--- src/rtl/swm_pkg.sv ---
// ----------------------------------------------------------------------------
// swm_pkg
// shared constants and types of the sliding window maximum unit
// ----------------------------------------------------------------------------
`default_nettype none

package swm_pkg;

    // default sizes
    localparam int WINDOW_MAX_DEF   = 64;
    localparam int SAMPLE_WIDTH_DEF = 16;

    // width of the window length register
    localparam int CFG_W = 7;

    // per-cycle control handed to every cell of the chain
    typedef struct packed {
        logic accept;   // a sample beat is taken this cycle
        logic first;    // the beat starts a new sequence
        logic shift;    // the chain moves one place towards the front
    } t_swm_ctl;

endpackage

`default_nettype wire

--- src/rtl/swm_channels.sv ---
// ----------------------------------------------------------------------------
// swm channels
// valid/ready channels for samples in and window maxima out
// ----------------------------------------------------------------------------
`default_nettype none


interface swm_out_if #(
    parameter int SAMPLE_WIDTH = swm_pkg::SAMPLE_WIDTH_DEF
);
    logic                           valid;
    logic                           ready;
    logic signed [SAMPLE_WIDTH-1:0] window_max;

    modport source (output valid, output window_max, input ready);
    modport sink   (input valid, input window_max, output ready);
endinterface

`default_nettype wire

--- src/rtl/swm_obuf.sv ---
// ----------------------------------------------------------------------------
// swm_obuf
// two-entry result buffer in front of the output channel
// ----------------------------------------------------------------------------
`default_nettype none

module swm_obuf #(
    parameter int SAMPLE_WIDTH = swm_pkg::SAMPLE_WIDTH_DEF
) (
    input  wire                           i_clk,
    input  wire                           i_rst_n,
    input  wire                           i_push,
    input  wire signed [SAMPLE_WIDTH-1:0] i_data,
    output logic                          o_full,
    swm_out_if.source                     o_out
);
    import swm_pkg::*;

    logic signed [SAMPLE_WIDTH-1:0] r_mem [2];
    logic                           r_wr_ptr, n_wr_ptr;
    logic                           r_rd_ptr, n_rd_ptr;
    logic [1:0]                     r_count, n_count;
    logic                           pop;

    assign pop = o_out.valid && o_out.ready;

    always_comb begin
        n_wr_ptr = i_push ? ~r_wr_ptr : r_wr_ptr;
        n_rd_ptr = pop ? ~r_rd_ptr : r_rd_ptr;
        n_count  = r_count;
        if (i_push && !pop) begin
            n_count = r_count + 2'd1;
        end else if (pop && !i_push) begin
            n_count = r_count - 2'd1;
        end
    end

    always_ff @(posedge i_clk) begin
        if (!i_rst_n) begin
            r_wr_ptr <= 1'b0;
            r_rd_ptr <= 1'b0;
            r_count  <= 2'd0;
        end else begin
            r_wr_ptr <= n_wr_ptr;
            r_rd_ptr <= n_rd_ptr;
            r_count  <= n_count;
        end
    end

    always_ff @(posedge i_clk) begin
        if (i_push) begin
            r_mem[r_wr_ptr] <= i_data;
        end
    end

    assign o_full           = (r_count == 2'd2);
    assign o_out.valid      = (r_count != 2'd0);
    assign o_out.window_max = r_mem[r_rd_ptr];

    a_no_overflow: assert property (@(posedge i_clk) disable iff (!i_rst_n)
        o_full |-> !i_push)
        else $error("result pushed into a full buffer");

    a_count_range: assert property (@(posedge i_clk) disable iff (!i_rst_n)
        r_count != 2'd3)
        else $error("result buffer count out of range");

endmodule

`default_nettype wire

--- src/flat_wrapper.sv ---
// flat-port wrapper written by rule: the top's interface ports become plain ports
module swm_obuf_flat import swm_pkg::*;
#(
    parameter int SAMPLE_WIDTH = swm_pkg::SAMPLE_WIDTH_DEF
)
  (i_clk, i_rst_n, i_push, i_data, o_full, o_out_valid, o_out_window_max, o_out_ready);
  swm_out_if #(.SAMPLE_WIDTH(SAMPLE_WIDTH)) o_out_i ();
  input  wire i_clk;
  input  wire i_rst_n;
  input  wire i_push;
  input  wire signed [SAMPLE_WIDTH-1:0] i_data;
  output logic o_full;
  output wire logic [$bits(o_out_i.valid)-1:0] o_out_valid;
  output wire logic [$bits(o_out_i.window_max)-1:0] o_out_window_max;
  input wire logic [$bits(o_out_i.ready)-1:0] o_out_ready;
  assign o_out_valid = o_out_i.valid;
  assign o_out_window_max = o_out_i.window_max;
  assign o_out_i.ready = o_out_ready;
  swm_obuf #(.SAMPLE_WIDTH(SAMPLE_WIDTH)) u_core (.i_clk(i_clk), .i_rst_n(i_rst_n), .i_push(i_push), .i_data(i_data), .o_full(o_full), .o_out(o_out_i));
endmodule
--- config.mk ---
export PLATFORM = sky130hd
export DESIGN_NAME = swm_obuf_flat
export DESIGN_NICKNAME = d
export VERILOG_FILES = /design/src/rtl/swm_pkg.sv /design/src/rtl/swm_channels.sv /design/src/rtl/swm_obuf.sv /design/src/flat_wrapper.sv
export SDC_FILE = /design/constraint.sdc
export NUM_CORES = 1
export LEC_CHECK = 0
export BUFFER_PORTS_ARGS = -buffer_cell sky130_fd_sc_hd__buf_2
export CAP_MARGIN = 5
export CORE_ASPECT_RATIO = 0.6
export CORE_MARGIN = 2
export CORE_UTILIZATION = 45
export DETAILED_ROUTE_END_ITERATION = 16
export HOLD_SLACK_MARGIN = 0.1
export PLACE_DENSITY = 0.73
export SYNTH_ARGS = -nofsm -noshare
export SYNTH_HDL_FRONTEND = slang
export SYNTH_SLANG_ARGS = --single-unit
export TNS_END_PERCENT = 1
--- constraint.sdc ---
create_clock -name i_clk -period 1.4 [get_ports i_clk]
set_input_delay 0.07 -clock i_clk [delete_from_list [all_inputs] [get_ports i_clk]]
set_output_delay 0.07 -clock i_clk [all_outputs]
set_load 0.05 [all_outputs]
=== Word level (Yosys, flattened, before mapping) ===
Memories as Yosys holds them, arrays and structs flattened. A register that Yosys moved wholly into a read port is not among the register bits.
Cells that the tools add are included.

* $add $sub $neg: 2
* Multiply operators: 0
* Div/mod/pow operators: 0
* $lt $le $gt $ge: 0
* Equality and inequality tests: 1
* Shift operators: 0
* Muxes and demuxes: 6
* Bitwise operators: 2
* Reduce and logical (&&, ||, !) cells: 7

{| class="wikitable"
|+ Operators with widths
! cell !! number
|-
| 1-bit 2-to-1 mux || 4
|-
| 2-bit 2-to-1 mux || 2
|-
| 2-bit nonzero test || 2
|-
| 1-bit logical AND || 3
|-
| 2-bit by 1-bit adder with 2-bit output (second input constant) || 1
|-
| 2-bit == test (second input constant) || 1
|-
| 1-bit zero test || 2
|-
| 1-bit NOT || 2
|-
| 2-bit by 1-bit subtractor with 2-bit output (second input constant) || 1
|}

* Bits in registers: 4
* Bits in latches: 0
* Memory bits (writable): 32
* Bits in read-only memories: 0
* Output and inout bits: 18
* Word-level logic and storage cells: 22
* Memories kept: 1

{| class="wikitable"
|+ Memory list
! memory !! words !! bits a word !! read ports !! clocked after memory_dff !! write ports !! line !! source
|-
| u_core.r_mem || 2 || 16 || 1 || 1 || 1 || swm_obuf.sv:19 || <nowiki>logic signed [SAMPLE_WIDTH-1:0] r_mem [2];</nowiki>
|}

=== Logic depth before layout (Yosys ltp) ===
* Word-level depth: 5
* Gate-level depth with buffers: 5
* Depth with buffers taken out: 5

=== Worst setup path before layout ===
OpenSTA, ideal clock, no wires.

* Path type: register to register
* Start point: register u_core.r_wr_ptr
* End point: memory u_core.r_mem[0][0] (netlist name) (enable)
* Setup time: 0.392 ns
* Arrival: 1.078 ns
* Path slack: -0.070 ns
* Cell stages (with the launch flop): 2
* Path buffers: 0
* Path through: dfxtp_1 > nor2b_1

{| class="wikitable"
|+ RTL lines
! item !! line !! source
|-
| start, declared || swm_obuf.sv:20 || <nowiki>logic r_wr_ptr, n_wr_ptr;</nowiki>
|-
| start signal, assigned || swm_obuf.sv:44 || <nowiki>r_wr_ptr <= n_wr_ptr;</nowiki>
|-
| end, declared || swm_obuf.sv:19 ||
|}

No word-level cell before the write port.

==> results.md <==
- Max-cap violation count: 0
- DP HPWL: 1620 microns
- FMAX: 0.736 GHz
- Share of layout cells above drive strength 1: 52.1%
- Final setup vio count: 0
- Core area: 2890 sq um
- Initial antenna violation count: 0
- Cell Area, Synth: 1370 sq um
- Maximum vdd drop: 0.000961 V
- Via density: 4.54
- Power per cell area: 1780 nW/um^2
- CTS Buffer Depth: 2
- Leakage power: 0.000787 uW
- Max Slew Vio Count: 0
- Worst-path clk slew: 70 ps
- Detailed Routing Iterations Pass 1: 3
- Post-synth EDFFs: 32
- RD Place Congestion: 0.622
- Layout area overhead: 47.5%
- Yosys reg bits: 37
- Antenna Nets Post-Route: 0
- Root buffer cell: clkbuf_8
- # DRC: 0
- Ant. Diodes: 0
- XOR/XNOR Fraction of Synth Area: 1.92%
- Fin. Hold Viols: 0
- Via Count: 826
- Simple-gate portion of the synthesized area: 4.11%
- First-pass GRT wire length: 3500 microns
- Clk_lat worst skew: 290 ps
- Synth Area in Compound Gates: 1.82%
- Post-Route WL: 2380 microns
- Asr flop ratio synth: 0%
- Main combinational cell family by area after synthesis: multiplexers
- Run status: finished clean
- Worst EP required: 1330 ps
- Fin area: 2020 sq um
- Share of the synthesized area in the top cell type: 70.1%
- Top cells by area, synth: edfxtp_1, mux2_2, dfxtp_1
- IO Pins: 38
- Gr ovfl total: 0
- Synth warn: 0
- CTS tree: done
- CP Capture Type: output port
- R2r setup slk: 60 ps
- Crit path kind: register to output port
- Number of global-route vias before repair: 792
- Syn Inst Count: 72
- Hold crit path type: primary input to register
- Seq/Total Area, Yosys: 77.4%
- Tot Pwr: 3590 uW
- Worst path arrival time: 1290 ps
- Wire length per cell: 13.0 microns
- Slowest cell delay on critical path: 350 ps
- Worst-path cell chain: buf_6 > mux2_2 > buf_4
- Critical Path Fanout Max: 8
- Initial core utilization: 47.4%
- Cell variety after synth: 15
- Iteration-0 DRC Markers: 29
- Clock Sinks: 37
- TritonCTS Buffers: 5
- Minimum clock period: 1360 ps
- Slowest cell on crit path: dfxtp_2
- Largest net degree at the start of global routing: 13
- Placed Instance Area: 1660 sq um
- Crit path launch type: register
- Post-synthesis adder-cell area fraction: 0.912%
- Synth area leader: edfxtp_1
- Top post-synthesis cells by count: edfxtp_1, mux2_2, dfxtp_1, and2_1, nor2b_1
- Chip height: 46.8 microns
- DIE AREA: 3520 sq um
- Util after Layout: 70.0%
- Least-Margin Pin Slew: 250 ps
- Num rows: 15
- Count leader, synth: edfxtp_1
- Top_reg_cell synth: edfxtp_1
- Fin crit share: 97.1%
- CTS H-tree lvls: 2
- Port Buffers: 37
- GRT Util Overall: 14.7%
- Post-Synthesis Net Count: 93
- Mux cell area share after synthesis: 13.1%
- Nets: 160
- Die Width: 75.3 microns
- Mean Syn Cell Area: 19.0 sq um
- Clock skew: 5.36 ps
- Slew HR: 83.5%
## state kept, by name, indices dropped and copies added, names as in the netlist, named ones only
name	count
u_core.r_rd_ptr	1
u_core.r_count	2
u_core.r_mem	32
u_core.r_wr_ptr	1
## report_power, final
group / leakage, uW / internal [uW] / switching [uW]
Clock: 0.0000439 / 343 / 367
Combinational: 0.000401 / 638 / 880
Sequential: 0.000342 / 1310 / 55.9
## repair_timing
| action | CTS | global route |
|---|---|---|
| buffers inserted | 0 | 0 |
| setup endpoints to repair | 16 | 15 |
| gates resized for setup | 19 | 15 |
| cloned | 0 | 0 |
| hold buffers | 17 | 0 |
| endpoints found under the hold margin | 37 | 0 |
## placed cells by master (no fill, tap or decap), types with 2 or more instances in the layout
| cell type | count |
|---|---|
| nor2b_1 | 2 |
| buf_2 | 21 |
| clkbuf_8 | 5 |
| and2_1 | 4 |
| dlygate4sd3_1 | 17 |
| dfxtp_1 | 4 |
| xnor2_1 | 2 |
| mux2_2 | 16 |
| clkinv_2 | 2 |
| buf_4 | 8 |
| buf_6 | 16 |
| edfxtp_1 | 32 |
## stage by stage
step / hold WS [ps] / std cells / TNS [ps] / worst slack (ps)
2_1_floorplan: 169 / 72 / 0 / 75.7
3_3_place_gp: 258 / 157 / 0 / 110
5_1_grt: 172 / 182 / -6.94 / -5.81
6_report: 156 / 182 / 0 / 40.6
3_5_place_dp: 262 / 157 / 0 / 37.6
4_1_cts: 142 / 182 / 0 / 1.51
## metal layers
metal  up-vias  global-route usage, %  part of all wire, %
li1        406                      -                    -
met1       396                   15.8                   39
met2        20                   26.7                   55
met3         4                   6.01                  4.8
met4         0                   6.32                  1.3
met5         -                      0                    0
## cell type report
type	instances	area, sq um
clock buffer	5	68.8
clock inverter	3	17.5
fill	220	867
multi-input combinational	33	307
sequential	37	1060
tap	42	52.6
timing repair buffer	62	515
## worst max-delay path, delay by kind of cell, from the launching register on
kind	cells	cell delay, ps
buf+inv	2	330
flops	1	350
mux	1	330
## worst paths after layout
kind | startpoint | cells after the start | end
worst max-delay path | register | 3 | o_out_window_max[14]
worst min-delay path | i_push | 3 | u_core.r_wr_ptr
worst max register to register | u_core.r_count[1] | 4 | u_core.r_count[1]
worst min register to register | u_core.r_count[1] | 2 | u_core.r_count[1]
## logic make-up (layout without fill, tap and decap cells)
kind of cell | count (synthesis) | count (layout)
AOI/OAI and AO/OA | 4 | 4
xor gates and xnor gates | 3 | 3
adders and majority gates | 1 | 1
buffers and inverters | 2 | 70
DFF | 37 | 37
muxes | 16 | 16
and+or+nand+nor | 9 | 9
Note: power is estimated with default switching activity, not from simulation.
