--- config.mk ---
export PLATFORM = sky130hd
export DESIGN_NAME = swm_cell
export DESIGN_NICKNAME = d
export VERILOG_FILES = /design/src/rtl/swm_pkg.sv /design/src/rtl/swm_cell.sv
export SDC_FILE = /design/constraint.sdc
export NUM_CORES = 1
export LEC_CHECK = 0
export BUFFER_PORTS_ARGS = -buffer_cell sky130_fd_sc_hd__buf_4
export CORE_AREA = 4 4 71 73
export CTS_BUF_LIST = sky130_fd_sc_hd__clkbuf_4 sky130_fd_sc_hd__clkbuf_8
export DETAILED_ROUTE_END_ITERATION = 12
export DIE_AREA = 0 0 75 77
export PLACE_DENSITY_LB_ADDON = 0.1
export SLEW_MARGIN = 30
export SYNTH_ARGS = -nofsm -noshare
export SYNTH_HDL_FRONTEND = slang
export SYNTH_SLANG_ARGS = --single-unit
export TNS_END_PERCENT = 1
--- constraint.sdc ---
create_clock -name i_clk -period 3.4 [get_ports i_clk]
set_clock_uncertainty 0.1 [all_clocks]
set_input_delay 0.17 -clock i_clk [delete_from_list [all_inputs] [get_ports i_clk]]
set_output_delay 0.17 -clock i_clk [all_outputs]
set_load 0.1 [all_outputs]
--- src/rtl/swm_pkg.sv ---
// ----------------------------------------------------------------------------
// swm_pkg
// shared constants and types of the sliding window maximum unit
// ----------------------------------------------------------------------------
`default_nettype none

package swm_pkg;

    // default sizes
    localparam int WINDOW_MAX_DEF   = 64;
    localparam int SAMPLE_WIDTH_DEF = 16;

    // width of the window length register
    localparam int CFG_W = 7;

    // per-cycle control handed to every cell of the chain
    typedef struct packed {
        logic accept;   // a sample beat is taken this cycle
        logic first;    // the beat starts a new sequence
        logic shift;    // the chain moves one place towards the front
    } t_swm_ctl;

endpackage

`default_nettype wire

--- src/rtl/swm_cell.sv ---
// ----------------------------------------------------------------------------
// swm_cell
// one candidate slot of the monotonic queue chain
// ----------------------------------------------------------------------------
`default_nettype none

module swm_cell #(
    parameter int SAMPLE_WIDTH = swm_pkg::SAMPLE_WIDTH_DEF,
    parameter int AGE_W        = 7,
    parameter int AGE_SAT      = swm_pkg::WINDOW_MAX_DEF
) (
    input  wire                           i_clk,
    input  wire                           i_rst_n,
    input  wire swm_pkg::t_swm_ctl        i_ctl,
    input  wire signed [SAMPLE_WIDTH-1:0] i_sample,
    // neighbour behind this cell
    input  wire                           i_nxt_valid,
    input  wire signed [SAMPLE_WIDTH-1:0] i_nxt_value,
    input  wire        [AGE_W-1:0]        i_nxt_age,
    // neighbour in front survives the new sample
    input  wire                           i_prev_kept,
    output logic                          o_valid,
    output logic signed [SAMPLE_WIDTH-1:0] o_value,
    output logic       [AGE_W-1:0]        o_age,
    output logic                          o_kept,
    output logic signed [SAMPLE_WIDTH-1:0] o_next_value
);
    import swm_pkg::*;

    localparam logic [AGE_W-1:0] AGE_ONE = AGE_W'(1);
    localparam logic [AGE_W-1:0] AGE_TOP = AGE_W'(AGE_SAT);

    logic                           r_valid, n_valid;
    logic signed [SAMPLE_WIDTH-1:0] r_value, n_value;
    logic        [AGE_W-1:0]        r_age, n_age;

    logic                           src_valid;
    logic signed [SAMPLE_WIDTH-1:0] src_value;
    logic        [AGE_W-1:0]        src_age;
    logic                           kept;

    always_comb begin
        src_valid = i_ctl.shift ? i_nxt_valid : r_valid;
        src_value = i_ctl.shift ? i_nxt_value : r_value;
        src_age   = i_ctl.shift ? i_nxt_age   : r_age;
        // equal values are dropped, so only a strictly larger one survives
        kept      = src_valid && (src_value > i_sample) && !i_ctl.first;

        n_valid = r_valid;
        n_value = r_value;
        n_age   = r_age;
        if (i_ctl.accept) begin
            if (kept) begin
                n_valid = 1'b1;
                n_value = src_value;
                n_age   = (src_age == AGE_TOP) ? src_age : src_age + AGE_ONE;
            end else if (i_prev_kept) begin
                n_valid = 1'b1;
                n_value = i_sample;
                n_age   = AGE_ONE;
            end else begin
                n_valid = 1'b0;
            end
        end else if (i_ctl.shift) begin
            n_valid = src_valid;
            n_value = src_value;
            n_age   = src_age;
        end
    end

    always_ff @(posedge i_clk) begin
        if (!i_rst_n) begin
            r_valid <= 1'b0;
        end else begin
            r_valid <= n_valid;
        end
    end

    always_ff @(posedge i_clk) begin
        r_value <= n_value;
        r_age   <= n_age;
    end

    assign o_valid      = r_valid;
    assign o_value      = r_value;
    assign o_age        = r_age;
    assign o_kept       = kept;
    assign o_next_value = n_value;

    // candidates fall in value towards the back, so survivors form a prefix
    a_kept_prefix: assert property (@(posedge i_clk) disable iff (!i_rst_n)
        o_kept |-> i_prev_kept)
        else $error("survivor behind a dropped candidate");

endmodule

`default_nettype wire

**Word-level counts from Yosys, hierarchy flattened**

Index checks and enable logic that the tools add are counted.
Widths: inputs -> output; s select.

- Register bits: 24
- Input port bits: 46
- Output and inout port bits: 41
- Logic and storage cells: 28

- Add/subtract/negate cells: 1
- $lt $le $gt $ge: 1
- Equality and inequality tests: 2
- Mux-type cells: 16
- Reductions and logical operators: 5

Operator list:

| cell | count |
|---|---|
| $mux 16 | 5 |
| $mux 7 | 6 |
| $gt 16x16->1 | 1 |
| $add 7x1->7 const B | 1 |
| $eq 7x7->1 const B | 1 |
| $mux 1 | 5 |
| $ne 3x1->1 const B | 1 |
| $logic_and 1x1->1 | 2 |
| $reduce_and 2->1 | 1 |
| $reduce_bool 2->1 | 1 |
| $logic_not 1->1 | 1 |

**Depth between registers and ports, before layout**

Gate-level depths: netlist (run 1).

- Depth after elaboration: 6
- Gate-level depth with buffers: 12

**Worst setup path after synthesis (run 1)**

OpenSTA, ideal clock, no wires.

- Kind: input port to flip-flop
- Start point: in i_ctl[0] (netlist bit)
- End point: reg r_age[6], in the netlist o_age[6], data pin
- Data arrival time: 4,538 ps
- Required time: 3,151 ps
- Slack: -1,388 ps
- Cell stages on the path: 10
- Buffers on the path: 3
- Cells stage by stage: buf_2 -> buf_2 -> buf_2 -> mux2_2 -> ha_1 -> nand4_1 -> a2111o_1 -> and3_4 -> nor3_1 -> o2bb2ai_1

- Word-level cells in the longest chain between the ends: 6
- Elaborated cells on any way between the ends: 12
- Classes of those cells: 1 x add/sub; 1 x order compare; 1 x eq/ne; 7 x mux; 2 x reduce/logical

Ends and longest elaborated chain:

| item | RTL line | RTL |
|---|---|---|
| start: declaration | swm_cell.sv:14 | `input wire swm_pkg::t_swm_ctl i_ctl,` |
| $mux 16 | swm_cell.sv:44 | `src_value = i_ctl.shift ? i_nxt_value : r_value;` |
| $gt 16x16->1 | swm_cell.sv:47 | `kept = src_valid && (src_value > i_sample) && !i_ctl.first;` |
| $logic_and 1x1->1 * (2 in series) | swm_cell.sv:47 |  |
| net o_kept | swm_cell.sv:25 | `output logic o_kept,` |
| $mux 7 * | swm_cell.sv:53 | `if (kept) begin` |
| $mux 7 * | swm_cell.sv:52 | `if (i_ctl.accept) begin` |
| net n_age[6] | swm_cell.sv:35 | `logic [AGE_W-1:0] r_age, n_age;` |
| end signal: assignment | swm_cell.sv:81 | `r_age <= n_age;` |
| end: declaration | swm_cell.sv:35 |  |

Mark *: on every way through the listed nets, which the timed path passes. The rest lies on a longest branch. The select of a mux whose other input is x is not followed.
A chain may end at the register's enable or synchronous reset.

**Final worst setup path (run 1)**

- Start point: reg r_value[1], in the netlist o_value[1]
- End point: out o_next_value[1]

- Word-level cells in the longest chain between the ends: 6
- Elaborated cells on any way between the ends: 8
- Classes of those cells: 1 x order compare; 5 x mux; 2 x reduce/logical

Ends and longest elaborated chain:

| item | RTL line | RTL |
|---|---|---|
| start: declaration | swm_cell.sv:34 | `logic signed [SAMPLE_WIDTH-1:0] r_value, n_value;` |
| start signal: assignment | swm_cell.sv:80 | `r_value <= n_value;` |
| $mux 16 | swm_cell.sv:44 |  |
| $gt 16x16->1 | swm_cell.sv:47 |  |
| $logic_and 1x1->1 (2 in series) | swm_cell.sv:47 |  |
| $mux 16 | swm_cell.sv:53 |  |
| $mux 16 * | swm_cell.sv:52 |  |
| end: declaration | swm_cell.sv:26 | `output logic signed [SAMPLE_WIDTH-1:0] o_next_value` |

Every way passes the cells marked *; elsewhere a longest branch is shown, timed or not.

==> results.sh, run 1 <==
export IMPL_yosysSeqAreaShare_pct=29.5
export IMPL_crit_arrival_ns=3.05
export IMPL_synth_nets=262
export IMPL_final_cells=337
export IMPL_ant_nets=0
export IMPL_vias=1735
export IMPL_grt_max_degree=34
export IMPL_yosysWarnings=0
export IMPL_timing_reg2reg_setup_slack_ns=0.51
export IMPL_via_per_inst=5.15
export IMPL_slew_viol_final=0
export IMPL_cp_data_required_time_ns=3.13
export IMPL_synth_area_mm2=0.00186
export IMPL_drtIter0Drc=44
export IMPL_dr_pass1_iters=4
export IMPL_drc=0
export IMPL_synth_area_leader_cell="dfxtp_1"
export IMPL_n_antenna_cell=0
export IMPL_end_kind="output port"
export IMPL_slowest_stage="a2111o_1"
export IMPL_rows=24
export IMPL_hold_viol=0
export IMPL_groute_usage_overall_pct=16.6
export IMPL_synth_ff_type="dfxtp_1"
export IMPL_ys_ff_latch=24
export IMPL_maxSlewHeadroom_pct=68.1
export IMPL_die_y_um=77
export IMPL_placed_cells=332
export IMPL_core_mm2=0.00435
export IMPL_antenna_found_initial=0
export IMPL_drive_above_1_share_pct=54.0
export IMPL_period_share_pct=97.7
export IMPL_port_buffers=86
export IMPL_setup_slack_ns=0.0783
export IMPL_crit_path_frequent_cell="mux2_2"
export IMPL_fp_dieW_um=75
export IMPL_drv_cap=0
export IMPL_ctsHoldBuffers=0
export IMPL_cts_sinks=24
export IMPL_power_density_mw_per_mm2=607
export IMPL_cp_max_fo=6
export IMPL_rsz0062_at_grt="yes"
export IMPL_synth_edf_count=7
export IMPL_status="complete, no violations"
export IMPL_place_congestion=0.764
export IMPL_final_nets=350
export IMPL_hp_class="input pin to register"
export IMPL_crit_path_start_kind="register"
export IMPL_wirelength_um=4910
export IMPL_num_fill_cells=383
export IMPL_synth_cell_types=37
export IMPL_grt_ovfl_total=0
export IMPL_whs_ns=0.0500
export IMPL_htree_levels=1
export IMPL_clock_latency_ns=0.27
export IMPL_clkTransAtPathRegs_ns=0.09
export IMPL_cts_buffers=3
export IMPL_clk_path_buf_depth=2
export IMPL_max_stage_delay_ns=0.41
export IMPL_layout_min_cycle_time_ns=3.32
export IMPL_ios=87
export IMPL_dp_hpwl_um=3850
export IMPL_synth_area_leaders="dfxtp_1 (18%), mux2_2 (18%), ha_1 (12%)"
export IMPL_fmax_mhz=301
export IMPL_wl_per_cell_um=14.6
export IMPL_grt_pass1_wl_um=7650
export IMPL_postSynthCellCount=198
export IMPL_synth_top_area_share_pct=18.3
export IMPL_initial_core_util_pct=42.8
export IMPL_worstMarginPinSlew_ns=0.465
export IMPL_cts_root_buf="clkbuf_8"
export IMPL_pre_cts_slack_ns=0.0256
export IMPL_setup_violations=0
export IMPL_die_area_mm2=0.00578
export IMPL_cts_tree="done"
export IMPL_grt_pass1_vias=1695
export IMPL_power_leakage_nw=1.32
export IMPL_syn2layout_area_growth_pct=50.9
export IMPL_synthArstFlopShare_pct=0
export IMPL_crit_chain="mux2_2 -> ha_1 -> nor2b_1 -> o211ai_1 -> a2111o_1 -> and3_4 -> o31ai_4 -> buf_6 -> mux2_2 -> buf_12"
export IMPL_peakVddDrop_v=0.000461
export IMPL_synth_avg_cell_area_um2=9.42
export IMPL_crit_type="register to output port"
==> worst paths after layout <==
path	start	end	cells after the start
worst max-delay path	o_value[1]	o_next_value[1]	10
worst min-delay path	i_rst_n	o_valid	2
worst max register to register	o_value[1]	o_age[3]	9
worst min register to register	o_value[13]	o_value[13]	2
==> metrics by stage <==
step	TNS, ns	utilization (%)	instance area [um2]	total power [mW]
after floorplan	0	-	1940	1.25
after global placement	0	60.3	2630	1.46
after detailed placement	0	60.3	2630	1.47
after CTS	0	63.1	2750	1.69
after global routing	-0.520	64.6	2810	1.79
final	0	64.6	2810	1.71
==> cells by family (layout without fill, tap and decap cells) <==
logic type	Yosys count	in the layout	synth area share, %
flops	24	24	29.5
buf+inv	29	116	6.91
compound gates	40	40	13.8
simple gates	40	40	10.5
fa+ha+maj	18	18	12.1
mux	42	42	24.8
xor+xnor	5	5	2.35
==> cell usage after synthesis (7+ instances only) <==
cell / number
a21oi_1: 22
dfxtp_1: 17
edfxtp_1: 7
ha_1: 18
inv_1: 19
mux2_2: 29
mux2i_1: 12
nand2_1: 7
nor2_1: 18
==> where the power goes <==
group | switching, mW | internal (mW) | leakage (nW)
registers | 0.0321 | 0.353 | 0.214
logic | 0.810 | 0.327 | 1.08
clock network | 0.0941 | 0.0918 | 0.0262
total | 0.936 | 0.772 | 1.32
==> flip-flops by register name (all words and copies together) (netlist names) <==
| signal | cells |
|---|---|
| o_value | 16 |
| o_valid | 1 |
| o_age | 7 |
==> worst max-delay path, delay by kind of cell, from the launching register on <==
kind / cells / cell delay, ns
multiplexers: 2 / 0.65
AND/OR/NAND/NOR: 2 / 0.34
flip-flops: 1 / 0.34
buffers and inverters: 2 / 0.37
adder cells (fa/ha/maj): 1 / 0.29
AO/OA/AOI/OAI: 3 / 0.79
==> final cells by class <==
cell class	count	area [um2]	area share [%]
timing repair buffer	93	808	28.7
multi-input combinational	145	1250	44.4
sequential	24	571	20.3
inverter	19	71.3	2.54
tap	52	65.1	2.31
clock buffer	4	48.8	1.73
==> placed cells by master, fill, tap and decap left out, types with 2 or more instances in the layout <==
cell,instances
ha_1,17
dfxtp_2,16
inv_1,19
o22ai_1,4
buf_4,75
nor3_1,3
o22a_2,2
buf_6,12
buf_8,2
nand2_1,7
buf_12,4
clkbuf_8,3
xor2_1,2
nand4_1,4
mux2i_1,11
a21oi_1,22
edfxtp_1,7
mux2_2,27
xnor2_1,3
mux2_4,3
nor2_1,18
o21a_1,2
==> per-layer routing <==
metal	routed length [um]	vias to the layer above	GRT usage, %
met5	0	-	0
met4	40	0	2.67
met3	358	4	4.18
met2	2560	59	29.0
met1	1950	783	20.2
li1	-	889	-
==> timing repair <==
action,4_1_cts,5_1_grt
gates resized for setup,16,16
setup buffers,0,0
gates cloned,1,0
setup endpoints to repair,14,16
pin swaps,3,0
No activity file was read; power rests on OpenSTA's default activity.
==> run 2: changes to the inputs <==
- CELL_PAD_IN_SITES_DETAIL_PLACEMENT: not set -> 0
- CELL_PAD_IN_SITES_GLOBAL_PLACEMENT: not set -> 2
- CORE_AREA: 4 4 71 73 -> 4 4 92 94
- DIE_AREA: 0 0 75 77 -> 0 0 96 98
==> run 2 against run 1 <==
Net effect: combinational power increased by 7%; flip-flop and latch count unchanged; first-iteration DRC count decreased by 39%; total power increased by 9.3%; core utilization decreased by 24 points; largest cell class unchanged; largest power group unchanged.
==> results.sh, run 2 (synthesis results as in run 1) <==
export IMPL_antenna_found_initial=0
export IMPL_final_nets=356
export IMPL_cts_tree="done"
export IMPL_rows=32
export IMPL_fmax_mhz=301
export IMPL_clkTransAtPathRegs_ns=0.10
export IMPL_grt_pass1_vias=1791
export IMPL_crit_family="multiplexers"
export IMPL_maxSlewHeadroom_pct=63.1
export IMPL_worstMarginPinSlew_ns=0.548
export IMPL_layout_common_cells="buf_4 (83), a21oi_1 (22), inv_1 (19)"
export IMPL_dp_hpwl_um=4350
export IMPL_vias=1745
export IMPL_crit_type="register to output port"
export IMPL_switching_share_pct=52.0
export IMPL_n_antenna_cell=0
export IMPL_period_share_pct=97.8
export IMPL_via_per_inst=4.44
export IMPL_core_mm2=0.00765
export IMPL_cp_max_fo=5
export IMPL_wirelength_um=5680
export IMPL_drc=0
export IMPL_drtIter0Drc=27
export IMPL_final_cells=393
export IMPL_clock_latency_ns=0.27
export IMPL_drive_above_1_share_pct=56.7
export IMPL_rsz0062_at_grt="yes"
export IMPL_crit_arrival_ns=3.06
export IMPL_placed_cells=384
export IMPL_setup_violations=0
export IMPL_grt_max_degree=34
export IMPL_hold_viol=0
export IMPL_power_leakage_nw=1.43
export IMPL_crit_path_start_kind="register"
export IMPL_final_common_cell="buf_4"
export IMPL_largest_reg_flops=16
export IMPL_clkPwrFrac_pct=14.2
export IMPL_wl_per_cell_um=14.5
export IMPL_syn2layout_area_growth_pct=66.9
export IMPL_num_fill_cells=780
export IMPL_cts_buffers=3
export IMPL_end_kind="output port"
export IMPL_p_sw_uw=970
export IMPL_drv_cap=0
export IMPL_p_total_mw=1.87
export IMPL_place_congestion=0.708
export IMPL_ctsHoldBuffers=0
export IMPL_slew_viol_final=0
export IMPL_port_buffers=86
export IMPL_die_area_mm2=0.00941
export IMPL_dr_pass1_iters=4
export IMPL_cts_sinks=24
export IMPL_internal_power_uw=897
export IMPL_cts_root_buf="clkbuf_8"
export IMPL_cp_data_required_time_ns=3.13
export IMPL_ios=87
export IMPL_fp_dieW_um=96
export IMPL_power_density_mw_per_mm2=600
export IMPL_slowest_stage="dfxtp_2"
export IMPL_max_stage_delay_ns=0.34
export IMPL_die_y_um=98
export IMPL_p_seq_share_pct=20.6
export IMPL_ant_nets=0
export IMPL_hp_class="input pin to register"
export IMPL_status="complete, no violations"
export IMPL_initial_core_util_pct=24.4
export IMPL_groute_usage_overall_pct=11.7
export IMPL_grt_pass1_wl_um=8830
export IMPL_layout_min_cycle_time_ns=3.33
export IMPL_critPathBufInv=3
export IMPL_crit_chain="mux2_2 -> ha_4 -> nand4_1 -> or2_1 -> o22a_2 -> and3_4 -> o31ai_4 -> buf_6 -> clkbuf_16 -> mux2_4 -> buf_12"
export IMPL_grt_ovfl_total=0
export IMPL_clk_path_buf_depth=2
export IMPL_htree_levels=1
export IMPL_p_comb_share_pct=65.2
export IMPL_peakVddDrop_v=0.000361
[run 2: cell count changes in the layout (fill, tap and decap cells not counted), sizes merged]
cell	delta
buf	+5
bufinv	+1
[run 2: routing by layer]
metal	wire (um)	part of all wire, %	GRT usage [%]
met5	0	0	0
met1	2570	45	14.7
met4	34	0.60	1.97
met3	335	5.9	3.00
met2	2740	48	20.2
[run 2: final cells by class]
| cell class | count | area, um2 | share of cell area (%) |
|---|---|---|---|
| Multi-Input combinational cell | 145 | 1340 | 43.1 |
| Tap cell | 102 | 128 | 4.10 |
| Sequential cell | 24 | 571 | 18.3 |
| Inverter | 19 | 71.3 | 2.29 |
| Timing Repair Buffer | 99 | 931 | 29.9 |
| Clock inverter | 1 | 30.0 | 0.965 |
| Clock buffer | 3 | 41.3 | 1.33 |
[run 2: worst paths after layout]
kind / slack, ns / to / startpoint / cells after the start
worst max register to register: 0.58 / o_age[5] / o_value[15] / 9
worst max-delay path: 0.07 / o_next_value[14] / o_value[15] / 11
worst min-delay path: 0.05 / o_valid / i_rst_n / 2
worst min register to register: 0.57 / o_value[13] / o_value[13] / 3
[run 2: timing repair]
action	4_1_cts	5_1_grt
endpoints found under the setup margin	14	16
cloned	0	1
setup buffers	0	4
pin swaps	0	8
resized for setup	10	43
[run 2: power by group through the flow]
stage / logic [mW] / clock network (mW) / registers, mW
floorplan: 0.520 / 0 / 0.729
global placement: 1.09 / 0 / 0.394
detailed placement: 1.09 / 0 / 0.393
CTS: 1.11 / 0.281 / 0.386
global route: 1.28 / 0.292 / 0.393
finish: 1.22 / 0.264 / 0.385
[run 2: stage by stage]
step / hold WS [ns] / TNS, ns / instance area, um2 / util [%] / setup slack, ns
after floorplan: 0.217 / 0 / 1940 / - / 0.0125
final: 0.0534 / 0 / 3110 / 40.7 / 0.0743
after CTS: 0.0403 / -0.0803 / 2840 / 37.1 / -0.0238
after global routing: 0.0331 / -0.549 / 3110 / 40.7 / -0.0675
after detailed placement: 0.350 / 0 / 2730 / 35.7 / 0.0197
after global placement: 0.354 / 0 / 2730 / 35.7 / 0.0804
==> run 3: changes to the inputs <==
- SETUP_SLACK_MARGIN: not set -> 0.2
==> run 3 against run 2 <==
Net effect: clock-buffer cell count unchanged; critical endpoint is now o_next_value[4]; register-to-register slack got worse by 0.38 ns; worst setup slack improved by 0.051 ns; sequential power about the same; flip-flop and latch count unchanged; first-iteration DRC count increased by 26%; clock power decreased by 30%; final area increased by 5.4%; global-route usage increased by 0.97 points; fmax increased by 1.6%.
==> results.sh, run 3 (synthesis results as in run 1) <==
export IMPL_cts_sinks=24
export IMPL_min_to="o_valid"
export IMPL_rsz0062_at_grt="yes"
export IMPL_crit_type="register to output port"
export IMPL_antenna_found_initial=0
export IMPL_peakVddDrop_v=0.000322
export IMPL_wl_per_cell_um=14.8
export IMPL_setup_slack_ns=0.125
export IMPL_slew_viol_final=0
export IMPL_r2r_end="o_age[2]"
export IMPL_die_area_mm2=0.00941
export IMPL_ant_nets=0
export IMPL_dr_pass1_iters=4
export IMPL_n_antenna_cell=0
export IMPL_cp_max_fo=4
export IMPL_multi_input_area_mm2=0.00142
export IMPL_dp_hpwl_um=4440
export IMPL_crit_arrival_ns=3.00
export IMPL_groute_usage_overall_pct=12.7
export IMPL_period_share_pct=96.3
export IMPL_grt_ovfl_total=0
export IMPL_largest_reg_flops=16
export IMPL_clock_latency_ns=0.27
export IMPL_p_total_mw=1.86
export IMPL_grt_pass1_wl_um=9520
export IMPL_timing_rr_start="o_value[15]"
export IMPL_hp_start="i_rst_n"
export IMPL_rows=32
export IMPL_core_mm2=0.00765
export IMPL_fmax_mhz=305
export IMPL_maxSlewHeadroom_pct=61.0
export IMPL_grt_max_degree=34
export IMPL_hp_class="input pin to register"
export IMPL_via_per_inst=4.52
export IMPL_hold_viol=0
export IMPL_reg2regPathDepth=14
export IMPL_num_fill_cells=774
export IMPL_layout_min_cycle_time_ns=3.27
export IMPL_ios=87
export IMPL_drive_above_1_share_pct=58.3
export IMPL_htree_levels=1
export IMPL_final_seq_area_um2=578
export IMPL_final_common_cell="buf_4"
export IMPL_grt_pass1_vias=1909
export IMPL_initial_core_util_pct=24.4
export IMPL_cts_buffers=3
export IMPL_cts_root_buf="clkbuf_8"
export IMPL_clk_path_buf_depth=2
export IMPL_cts_tree="done"
export IMPL_cp_data_required_time_ns=3.13
export IMPL_crit_path_start_kind="register"
export IMPL_ctsHoldBuffers=0
export IMPL_layout_common_cells="buf_4 (87), mux2_4 (22), a21oi_1 (22)"
export IMPL_place_congestion=0.741
export IMPL_power_density_mw_per_mm2=567
export IMPL_whs_ns=0.0407
export IMPL_die_y_um=98
export IMPL_drtIter0Drc=34
export IMPL_clkTransAtPathRegs_ns=0.10
export IMPL_end_kind="output port"
export IMPL_pre_cts_slack_ns=0.0957
export IMPL_port_buffers=86
export IMPL_power_leakage_nw=1.52
export IMPL_status="complete, no violations"
export IMPL_fin_util_pct=42.9
export IMPL_worstMarginPinSlew_ns=0.578
export IMPL_vias=1819
export IMPL_fp_dieW_um=96
export IMPL_timing_reg2reg_setup_slack_ns=0.20
export IMPL_whs_path_depth=2
export IMPL_wirelength_um=5950
export IMPL_drv_cap=0
export IMPL_syn2layout_area_growth_pct=75.9
export IMPL_drc=0
export IMPL_final_nets=365
export IMPL_setup_violations=0
## run 3: cell types whose count changed in the layout (fill, tap and decap cells not counted), moves of 2 or more
cell | previous run | this run
buf_4 | 83 | 87
buf_12 | 13 | 17
buf_6 | 2 | 4
dfxtp_4 | 0 | 3
dfxtp_2 | 16 | 13
ha_4 | 5 | 7
mux2_4 | 12 | 22
ha_1 | 13 | 11
mux2_2 | 18 | 8
## run 3: cell type report
cell class	count	share of cell area, %
multi-input combinational	145	43.3
clock inverter	1	0.114
clock buffer	3	1.26
inverter	19	2.17
sequential	24	17.6
tap	102	3.89
timing repair buffer	108	31.7
## run 3: worst max path at each step
stage | from | slack [ns] | cells past startpoint | to
floorplan | i_ctl[0] | 0.16 | 12 | o_value[0]
global placement | i_ctl[0] | 0.12 | 10 | o_next_value[1]
detailed placement | i_ctl[0] | 0.1 | 10 | o_next_value[10]
CTS | o_value[15] | 0.07 | 11 | o_next_value[5]
global route | o_value[1] | -0.01 | 11 | o_next_value[4]
finish | o_value[1] | 0.13 | 11 | o_next_value[4]
## run 3: what timing repair did
item / 4_1_cts / 5_1_grt
buffers inserted: 16 / 0
gates resized for setup: 62 / 17
pin swaps: 7 / 7
endpoints found under the setup margin: 16 / 25
## run 3: critical path, stage by stage, from the launching register on
cell      delay [ns]
dfxtp_4         0.36
mux2_4          0.29
ha_4            0.27
nor2b_4         0.12
o211ai_1        0.08
a2111o_1        0.47
and3_4          0.18
o31ai_4         0.21
buf_6           0.15
buf_6           0.12
mux2_4          0.32
buf_12          0.17
## run 3: per-stage QoR
stage                     instances  TNS (ns)  area, um2
after floorplan                 198         0       2010
after global placement          382         0       2750
after detailed placement        382         0       2750
after CTS                       402         0       3190
after global routing            402   -0.0680       3280
final                           402         0       3280
## run 3: layer usage
metal | routed length [um] | global-route usage (%)
met1 | 2610 | 16.3
met2 | 2990 | 21.3
met3 | 313 | 3.31
met4 | 34 | 2.30
met5 | 0 | 0
## run 3: power breakdown
part           internal (mW)  total, mW  switching, mW
Combinational          0.441       1.29          0.848
Sequential             0.354      0.386         0.0317
Clock                 0.0811      0.185          0.104
Total                  0.876       1.86          0.984
